===== src/hdl/qsp_pkg.sv =====
// ----------------------------------------------------------------------------
// qsp_pkg
// Shared types and constants for the quadrature servo PID block.
// ----------------------------------------------------------------------------
`default_nettype none

package qsp_pkg;

  // Configuration register map
  typedef enum logic [2:0] {
    REG_GAIN_P    = 3'd0,
    REG_GAIN_I    = 3'd1,
    REG_GAIN_D    = 3'd2,
    REG_INT_LIMIT = 3'd3,
    REG_ERR_LIMIT = 3'd4,
    REG_PERIOD    = 3'd5,
    REG_CMD_MODE  = 3'd6,
    REG_PWM_SHIFT = 3'd7
  } qsp_reg_e;

  localparam int unsigned CfgAddrW = 3;
  localparam int unsigned CfgDataW = 16;

  // Reset values
  localparam logic [15:0] GainPRst    = 16'd1024;
  localparam logic [15:0] GainIRst    = 16'd0;
  localparam logic [15:0] GainDRst    = 16'd0;
  localparam logic [14:0] IntLimitRst = 15'd2047;
  localparam logic [14:0] ErrLimitRst = 15'd2000;
  localparam logic [15:0] PeriodRst   = 16'd100;
  localparam logic        CmdQuadRst  = 1'b1;
  localparam logic [3:0]  PwmShiftRst = 4'd6;

  // Drive clamp bounds
  localparam logic signed [15:0] DriveMax = 16'sh7fff;
  localparam logic signed [15:0] DriveMin = 16'sh8001;

  // Stream widths
  localparam int unsigned InDataW  = 8;
  localparam int unsigned OutDataW = 56;

  typedef struct packed {
    logic [15:0] gain_p;
    logic [15:0] gain_i;
    logic [15:0] gain_d;
    logic [14:0] int_limit;
    logic [14:0] err_limit;
    logic [15:0] period;
    logic        cmd_quad;
    logic [3:0]  pwm_shift;
  } qsp_cfg_t;

  // Registered PID terms handed from the tracking stage to the output stage
  typedef struct packed {
    logic signed [32:0] p_term;
    logic signed [32:0] i_term;
    logic signed [33:0] d_term;
    logic signed [15:0] err;
    logic               fault;
  } qsp_prod_t;

endpackage

`default_nettype wire


===== src/hdl/qsp_quad_dec.sv =====
// ----------------------------------------------------------------------------
// qsp_quad_dec
// Gray-state quadrature step decoder: next phase and a -1/0/+1 count.
// ----------------------------------------------------------------------------
`default_nettype none

module qsp_quad_dec (
  input  wire logic [1:0]        phase_i,
  input  wire logic              a_i,
  input  wire logic              b_i,
  output logic [1:0]             phase_o,
  output logic signed [1:0]      delta_o
);

  always_comb begin
    phase_o = phase_i;
    delta_o = 2'sd0;
    unique case (phase_i)
      2'd0: begin
        if (a_i) begin
          phase_o = 2'd1; delta_o = 2'sd1;
        end else if (b_i) begin
          phase_o = 2'd3; delta_o = -2'sd1;
        end
      end
      2'd1: begin
        if (!a_i) begin
          phase_o = 2'd0; delta_o = -2'sd1;
        end else if (b_i) begin
          phase_o = 2'd2; delta_o = 2'sd1;
        end
      end
      2'd2: begin
        if (!a_i) begin
          phase_o = 2'd3; delta_o = 2'sd1;
        end else if (!b_i) begin
          phase_o = 2'd1; delta_o = -2'sd1;
        end
      end
      default: begin
        if (a_i) begin
          phase_o = 2'd2; delta_o = -2'sd1;
        end else if (!b_i) begin
          phase_o = 2'd0; delta_o = 2'sd1;
        end
      end
    endcase
  end

endmodule

`default_nettype wire


===== src/hdl/qsp_track.sv =====
// ----------------------------------------------------------------------------
// qsp_track
// Decoders, position error, update timer, integral and registered products.
// ----------------------------------------------------------------------------
`default_nettype none

module qsp_track (
  input  wire logic              clk_i,
  input  wire logic              rst_ni,
  input  wire qsp_pkg::qsp_cfg_t cfg_i,
  input  wire logic              item_vld_i,
  input  wire logic              enc_a_i,
  input  wire logic              enc_b_i,
  input  wire logic              cmd_a_i,
  input  wire logic              cmd_b_i,
  output logic                   item_rdy_o,
  output logic                   prod_vld_o,
  output qsp_pkg::qsp_prod_t     prod_o,
  input  wire logic              prod_rdy_i
);
  import qsp_pkg::*;

  logic [1:0]         enc_ph_q, enc_ph_d, cmd_ph_q, cmd_ph_d;
  logic [1:0]         enc_qd_ph, cmd_qd_ph;
  logic signed [1:0]  enc_delta, cmd_qd_delta, cmd_delta;
  logic signed [15:0] pos_q, pos_d, int_q, int_d, prev_q;
  logic [15:0]        tick_q, tick_d;
  logic signed [17:0] pos_sum;
  logic signed [15:0] pos_sat, err;
  logic [16:0]        pos_abs;
  logic signed [16:0] nsum, diff;
  logic [17:0]        nsum_abs;
  logic               upd, fault, adv, vld_q;
  qsp_prod_t          prod_q, prod_d;

  qsp_quad_dec u_enc_dec (
    .phase_i (enc_ph_q),
    .a_i     (enc_a_i),
    .b_i     (enc_b_i),
    .phase_o (enc_qd_ph),
    .delta_o (enc_delta)
  );

  qsp_quad_dec u_cmd_dec (
    .phase_i (cmd_ph_q),
    .a_i     (cmd_a_i),
    .b_i     (cmd_b_i),
    .phase_o (cmd_qd_ph),
    .delta_o (cmd_qd_delta)
  );

  assign item_rdy_o = !vld_q || prod_rdy_i;
  assign adv        = item_vld_i && item_rdy_o;

  always_comb begin
    enc_ph_d = enc_qd_ph;
    if (cfg_i.cmd_quad) begin
      cmd_ph_d  = cmd_qd_ph;
      cmd_delta = cmd_qd_delta;
    end else begin
      // step/dir: count on falling step clock
      cmd_ph_d  = {1'b0, cmd_a_i};
      cmd_delta = ((cmd_ph_q != 2'd0) && !cmd_a_i) ? (cmd_b_i ? 2'sd1 : -2'sd1) : 2'sd0;
    end

    pos_sum = {{2{pos_q[15]}}, pos_q} + {{16{enc_delta[1]}}, enc_delta}
            + {{16{cmd_delta[1]}}, cmd_delta};
    if (pos_sum > 18'sd32767) begin
      pos_sat = 16'sh7fff;
    end else if (pos_sum < -18'sd32768) begin
      pos_sat = 16'sh8000;
    end else begin
      pos_sat = pos_sum[15:0];
    end

    upd    = (tick_q >= cfg_i.period);
    tick_d = upd ? 16'd1 : tick_q + 16'd1;

    pos_abs = pos_sat[15] ? 17'd0 - {1'b1, pos_sat} : {1'b0, pos_sat};
    fault   = (pos_abs >= {2'b00, cfg_i.err_limit});
    err     = fault ? 16'sd0 : pos_sat;
    pos_d   = upd ? err : pos_sat;

    nsum     = {int_q[15], int_q} + {err[15], err};
    nsum_abs = nsum[16] ? 18'd0 - {1'b1, nsum} : {1'b0, nsum};
    int_d    = (nsum_abs <= {3'b000, cfg_i.int_limit}) ? nsum[15:0] : int_q;

    diff = {prev_q[15], prev_q} - {err[15], err};

    prod_d.p_term = err * $signed({1'b0, cfg_i.gain_p});
    prod_d.i_term = int_d * $signed({1'b0, cfg_i.gain_i});
    prod_d.d_term = diff * $signed({1'b0, cfg_i.gain_d});
    prod_d.err    = err;
    prod_d.fault  = fault;
  end

  always_ff @(posedge clk_i or negedge rst_ni) begin
    if (!rst_ni) begin
      enc_ph_q <= 2'd0;
      cmd_ph_q <= 2'd0;
      pos_q    <= 16'sd0;
      int_q    <= 16'sd0;
      prev_q   <= 16'sd0;
      tick_q   <= 16'd0;
      vld_q    <= 1'b0;
    end else begin
      if (item_rdy_o) begin
        vld_q <= adv && upd;
      end
      if (adv) begin
        enc_ph_q <= enc_ph_d;
        cmd_ph_q <= cmd_ph_d;
        pos_q    <= pos_d;
        tick_q   <= tick_d;
        if (upd) begin
          int_q  <= int_d;
          prev_q <= err;
        end
      end
    end
  end

  always_ff @(posedge clk_i) begin
    if (adv && upd) begin
      prod_q <= prod_d;
    end
  end

  assign prod_vld_o = vld_q;
  assign prod_o     = prod_q;

endmodule

`default_nettype wire


===== src/hdl/qsp_out.sv =====
// ----------------------------------------------------------------------------
// qsp_out
// Sums the PID terms, clamps the drive, forms the PWM compare value.
// ----------------------------------------------------------------------------
`default_nettype none

module qsp_out (
  input  wire logic                 clk_i,
  input  wire logic                 rst_ni,
  input  wire logic                 prod_vld_i,
  input  wire qsp_pkg::qsp_prod_t   prod_i,
  output logic                      prod_rdy_o,
  input  wire logic [3:0]           pwm_shift_i,
  output logic                      m_axis_tvalid,
  input  wire logic                 m_axis_tready,
  output logic [qsp_pkg::OutDataW-1:0] m_axis_tdata
);
  import qsp_pkg::*;

  logic signed [35:0] acc;
  logic signed [15:0] drive;
  logic [15:0]        cmp;
  logic               vld_q;
  logic [OutDataW-1:0] data_q, data_d;

  assign prod_rdy_o = !vld_q || m_axis_tready;

  always_comb begin
    acc = {{3{prod_i.p_term[32]}}, prod_i.p_term}
        + {{3{prod_i.i_term[32]}}, prod_i.i_term}
        + {{2{prod_i.d_term[33]}}, prod_i.d_term};
    if (acc > 36'sd32767) begin
      drive = DriveMax;
    end else if (acc < -36'sd32767) begin
      drive = DriveMin;
    end else begin
      drive = acc[15:0];
    end
    // drive + 32768 never exceeds 16 bits after the clamp
    cmp    = {~drive[15], drive[14:0]} >> pwm_shift_i;
    data_d = {7'd0, prod_i.err, prod_i.fault, drive, cmp};
  end

  always_ff @(posedge clk_i or negedge rst_ni) begin
    if (!rst_ni) begin
      vld_q <= 1'b0;
    end else if (prod_rdy_o) begin
      vld_q <= prod_vld_i;
    end
  end

  always_ff @(posedge clk_i) begin
    if (prod_vld_i && prod_rdy_o) begin
      data_q <= data_d;
    end
  end

  assign m_axis_tvalid = vld_q;
  assign m_axis_tdata  = data_q;

endmodule

`default_nettype wire


===== src/hdl/quadrature_servo_pid.sv =====
// Path: a pin sample that triggers a PID update goes through the input register, then the
//   tracking/multiply stage, then the output register, which holds its result.
// Throughput: one pin sample per cycle; each stage holds off only while its result is unread.
// Reset (rst_ni, async, active low): phases, error, integral, timer and valid bits clear;
//   configuration returns to its default values.
// ----------------------------------------------------------------------------
// quadrature_servo_pid
// Quadrature encoder position servo with PID drive and PWM compare output.
// ----------------------------------------------------------------------------
`default_nettype none

module quadrature_servo_pid (
  input  wire logic                              clk_i,
  input  wire logic                              rst_ni,
  // configuration write port
  input  wire logic                              cfg_we_i,
  input  wire logic [qsp_pkg::CfgAddrW-1:0]      cfg_addr_i,
  input  wire logic [qsp_pkg::CfgDataW-1:0]      cfg_wdata_i,
  // pin sample requests
  input  wire logic                              s_axis_tvalid,
  output logic                                   s_axis_tready,
  // [0] enc_a, [1] enc_b, [2] cmd_a, [3] cmd_b, [7:4] zero
  input  wire logic [qsp_pkg::InDataW-1:0]       s_axis_tdata,
  // PID update results
  output logic                                   m_axis_tvalid,
  input  wire logic                              m_axis_tready,
  // [15:0] pwm_compare, [31:16] drive, [32] limit_fault,
  // [48:33] error_seen, [55:49] zero
  output logic [qsp_pkg::OutDataW-1:0]           m_axis_tdata
);
  import qsp_pkg::*;

  qsp_cfg_t  cfg_q;
  logic      in_vld_q;
  logic [3:0] pins_q;
  logic      item_rdy, prod_vld, prod_rdy;
  qsp_prod_t prod;

  // Configuration registers: the user must write them only while the block is idle; the block does not enforce it.
  always_ff @(posedge clk_i or negedge rst_ni) begin
    if (!rst_ni) begin
      cfg_q.gain_p    <= GainPRst;
      cfg_q.gain_i    <= GainIRst;
      cfg_q.gain_d    <= GainDRst;
      cfg_q.int_limit <= IntLimitRst;
      cfg_q.err_limit <= ErrLimitRst;
      cfg_q.period    <= PeriodRst;
      cfg_q.cmd_quad  <= CmdQuadRst;
      cfg_q.pwm_shift <= PwmShiftRst;
    end else if (cfg_we_i) begin
      unique case (qsp_reg_e'(cfg_addr_i))
        REG_GAIN_P:    cfg_q.gain_p    <= cfg_wdata_i;
        REG_GAIN_I:    cfg_q.gain_i    <= cfg_wdata_i;
        REG_GAIN_D:    cfg_q.gain_d    <= cfg_wdata_i;
        REG_INT_LIMIT: cfg_q.int_limit <= cfg_wdata_i[14:0];
        REG_ERR_LIMIT: cfg_q.err_limit <= cfg_wdata_i[14:0];
        REG_PERIOD:    cfg_q.period    <= cfg_wdata_i;
        REG_CMD_MODE:  cfg_q.cmd_quad  <= cfg_wdata_i[0];
        REG_PWM_SHIFT: cfg_q.pwm_shift <= cfg_wdata_i[3:0];
        default:       cfg_q.pwm_shift <= cfg_q.pwm_shift;
      endcase
    end
  end

  // Input register: frees up whenever the tracking stage takes the sample.
  assign s_axis_tready = !in_vld_q || item_rdy;

  always_ff @(posedge clk_i or negedge rst_ni) begin
    if (!rst_ni) begin
      in_vld_q <= 1'b0;
    end else if (s_axis_tready) begin
      in_vld_q <= s_axis_tvalid;
    end
  end

  always_ff @(posedge clk_i) begin
    if (s_axis_tvalid && s_axis_tready) begin
      pins_q <= s_axis_tdata[3:0];
    end
  end

  // Decode, error tracking, update timer, integral and products.
  // Only samples that trigger an update move on to the output stage.
  qsp_track u_track (
    .clk_i      (clk_i),
    .rst_ni     (rst_ni),
    .cfg_i      (cfg_q),
    .item_vld_i (in_vld_q),
    .enc_a_i    (pins_q[0]),
    .enc_b_i    (pins_q[1]),
    .cmd_a_i    (pins_q[2]),
    .cmd_b_i    (pins_q[3]),
    .item_rdy_o (item_rdy),
    .prod_vld_o (prod_vld),
    .prod_o     (prod),
    .prod_rdy_i (prod_rdy)
  );

  // Term sum, drive clamp, PWM compare and the result register.
  qsp_out u_out (
    .clk_i         (clk_i),
    .rst_ni        (rst_ni),
    .prod_vld_i    (prod_vld),
    .prod_i        (prod),
    .prod_rdy_o    (prod_rdy),
    .pwm_shift_i   (cfg_q.pwm_shift),
    .m_axis_tvalid (m_axis_tvalid),
    .m_axis_tready (m_axis_tready),
    .m_axis_tdata  (m_axis_tdata)
  );

endmodule

`default_nettype wire


===== config.mk =====
export PLATFORM = sky130hd
export DESIGN_NAME = quadrature_servo_pid
export DESIGN_NICKNAME = d
export VERILOG_FILES = /design/src/hdl/qsp_pkg.sv /design/src/hdl/qsp_quad_dec.sv /design/src/hdl/qsp_track.sv /design/src/hdl/qsp_out.sv /design/src/hdl/quadrature_servo_pid.sv
export SDC_FILE = /design/constraint.sdc
export NUM_CORES = 2
export LEC_CHECK = 0
export ABC_AREA = 1
export BUFFER_PORTS_ARGS = -buffer_cell sky130_fd_sc_hd__buf_4
export CORE_UTILIZATION = 60
export DETAILED_ROUTE_END_ITERATION = 8
export PLACE_DENSITY = 0.88
export SETUP_SLACK_MARGIN = 0.05
export SLEW_MARGIN = 10
export SYNTH_ARGS = -nofsm -noshare
export SYNTH_HDL_FRONTEND = slang
export SYNTH_SLANG_ARGS = --single-unit

===== constraint.sdc =====
create_clock -name clk_i -period 31.4 [get_ports clk_i]
set_input_delay 4.71 -clock clk_i [delete_from_list [all_inputs] [get_ports clk_i]]
set_output_delay 4.71 -clock clk_i [all_outputs]
set_load 0.1 [all_outputs]

==> results.txt <==
Num ports: 90
Ranking of synthesized cells by area: fa_1, ha_1, edfxtp_1, inv_1, nand2_1
Ys flop type: edfxtp_1
Worst Max-Slew Pin Slew: 1240 ps
PostCTS Resize Cnt: 0
Worst-case clock buffer depth: 3
HP Class: reg2reg
Cell count after synthesis: 6148
Netlist Area Pre-Place: 50000 um^2
Nets: 7344
EDFF count, synth: 170
WP data arrival: 21120 ps
Area growth syn-to-layout: 5.46%
Worst rel slew slack: 0.174
H-tree levels: 2
Yosys reg bits: 340
Min-Delay Endpoint: u_out.m_axis_tdata[48]
Die width: 291 um
Slowest-stage cell, CP: inv_1
Worst-path clk slew: 60 ps
Pre-antenna DRT Iters: 8
Min Clock Period, post-route: 20800 ps
Filler cell count: 6466
Full die area: 84400 um^2
Max cap viols: 0
Setup bufs post-CTS: 0
Fin. max-slew vios: 0
CP startpoint kind: register
Final HPWL DP: 110000 um
Via count: 41.8k
Crit path kind: reg2reg
Iter 0 DRT Violations: 4125
Crit-path most repeated cell: nand2_1
Min-delay src: u_track.prod_o[16]
Asr flop ratio synth: 0.500
Antenna violations before repair: 5
Port Buffers: 78
Final setup viols: 0
Clock Latency Late Sink: 620 ps
R2R setup slack: 10600 ps
First-pass GRT wire length: 224000 um
Largest stage delay on the critical path: 820 ps
Via density: 5.79
Leading area contributor after synthesis: fa_1
DR WL/cell: 19.2 um
DRC viols: 0
RR Endpoint: u_track.prod_o[78]
Post-Route WL: 139000 um
Initial Utilization: 0.607
Syn. warnings: 0
Element type at the critical path end: register
Total track usage: 0.335
Top cell type's share of synthesized area: 0.270
Dpl cells: 7149
Vias in the first global route: 43.4k
Cell Rows: 105
Reg-to-Reg Start: u_track.enc_ph_q[0]
Tcrit/Tclk final: 0.663
Final GP Congestion: 1.00
CTS buffer count: 41
Fmax: 48.1 MHz
Chip height: 291 um
Root Driver: clkbuf_16
Unrepaired setup endpoints after global routing: no
Final Hold Viols: 0
Final clock skew: 58.6 ps
Max FO, Critical Path: 22
Sequential fraction of the synthesis area: 0.188
Post-synth cell types: 64
Total grt overflow: 0
CORE AREA: 82200 um^2
Worst setup path startpoint: u_track.enc_ph_q[0]
Largest net degree at the start of global routing: 113
Share of post-route cells with drive strength above 1: 0.0440
Final non-filler cell total: 7227
Clock Sinks: 340
Worst Reg2Reg Path Length in Cells: 93
Sum Neg Setup Slack: 0 ps
Routed Antenna Nets: 0
CTS tree: yes
CP required: 31720 ps
Syn Area/Cell: 8.13 um^2
Hold path depth: 0
Hold_buf cts: 0
Outcome: completed
## Yosys cell counts (8+ instances only)
cell type and n:
a211oi_1 8, a21boi_0 12, a21o_1 10, a21oi_1 240, a31oi_1 18, buf_1 23
buf_2 20, buf_4 31, clkbuf_1 93, clkinv_1 17, dfrtp_1 146, dfstp_2 24
edfxtp_1 170, fa_1 673, ha_1 517, inv_1 1279, nand2_1 1235, nand2_2 12
nand3_1 386, nand3_2 11, nand3b_1 14, nand4_1 44, nor2_1 574, nor3_1 35
nor4_1 8, o21ai_0 202, o21bai_1 16, o221ai_1 8, o31ai_1 10, or2_2 24
xnor2_1 58, xor2_1 142
## cell type report
type | count | area, um^2 | share of cell area
diodes | 2 | 5.00 | 0.0000950
clock buffers | 50 | 1090 | 0.0207
clock inverters | 26 | 317 | 0.00601
inverters | 1302 | 4890 | 0.0929
multi-input cells | 4343 | 34900 | 0.663
flip-flops and latches | 340 | 9390 | 0.178
well taps | 1070 | 1340 | 0.0254
repair buffers | 94 | 709 | 0.0135
## worst max path at each step
stage / to / cells after the start / slack [ps]
after floorplan: u_track.prod_o[83] / 102 / 14090
after global placement: u_track.prod_o[78] / 91 / 11560
after detailed placement: u_track.prod_o[78] / 93 / 11120
after CTS: u_track.prod_o[78] / 93 / 10990
after global routing: u_track.prod_o[78] / 96 / 8950
final: u_track.prod_o[78] / 93 / 10600
## routing by layer
layer  GRT usage  up-vias  share of wire
met5           0        -        0.00017
met4       0.202        4          0.070
met3      0.0995      634           0.12
met2       0.539     2295           0.45
met1       0.398    19900           0.36
li1            -    19000              -
## registers in the layout, summed over array words and instances (netlist names)
| register | cells |
|---|---|
| u_track.prod_vld_o | 1 |
| pins_q | 4 |
| u_track.prev_q | 16 |
| u_track.int_q | 16 |
| u_track.enc_ph_q | 2 |
| in_vld_q | 1 |
| u_track.cmd_ph_q | 2 |
| u_track.pos_q | 16 |
| u_track.tick_q | 16 |
| u_out.m_axis_tvalid | 1 |
| u_out.m_axis_tdata | 49 |
| u_track.prod_o | 117 |
| cfg_q | 99 |
## critical path: cells and delay by family, from the launching register on
kind            cells  cell delay [ps]
xor+xnor            4              580
compound gates     27             5780
flops               1              410
simple gates       32             5540
buf+inv            16             2750
fa+ha+maj          14             5450
## placed cells by master, fill, tap and decap left out, drive strengths merged, types with 49 or more instances in the layout
cell and count:
nand3 398, xnor2 59, clkbuf 50, xor2 143, nor2 576, o21ai 211
ha 517, dfrtp 146, fa 673, edfxtp 170, inv 1292, nand2 1253
a21oi 242, nand4 49, buf 94
## metrics by stage
step,utilization,worst slack [ps],instance area [um^2],hold WS [ps]
floorplan,-,14090,50000,400
global placement,0.623,11560,51300,403
detailed placement,0.623,11120,51300,406
CTS,0.640,10990,52700,421
global route,0.641,8950,52700,422
finish,0.641,10600,52700,419
## kinds of logic (layout without fill, tap and decap cells)
family / Yosys count / after routing / share of synthesized area
compound gates: 567 / 567 / 0.0639
simple gates: 2377 / 2377 / 0.200
fa+ha+maj: 1190 / 1190 / 0.399
other cells: 1 / 9 / 0.0000751
flops: 340 / 340 / 0.188
xor+xnor: 202 / 202 / 0.0357
buf+inv: 1471 / 1472 / 0.114
Power is left out: the tool's default activity adds up to more than one toggle a clock period on the data nets, which glitch-free logic cannot reach.
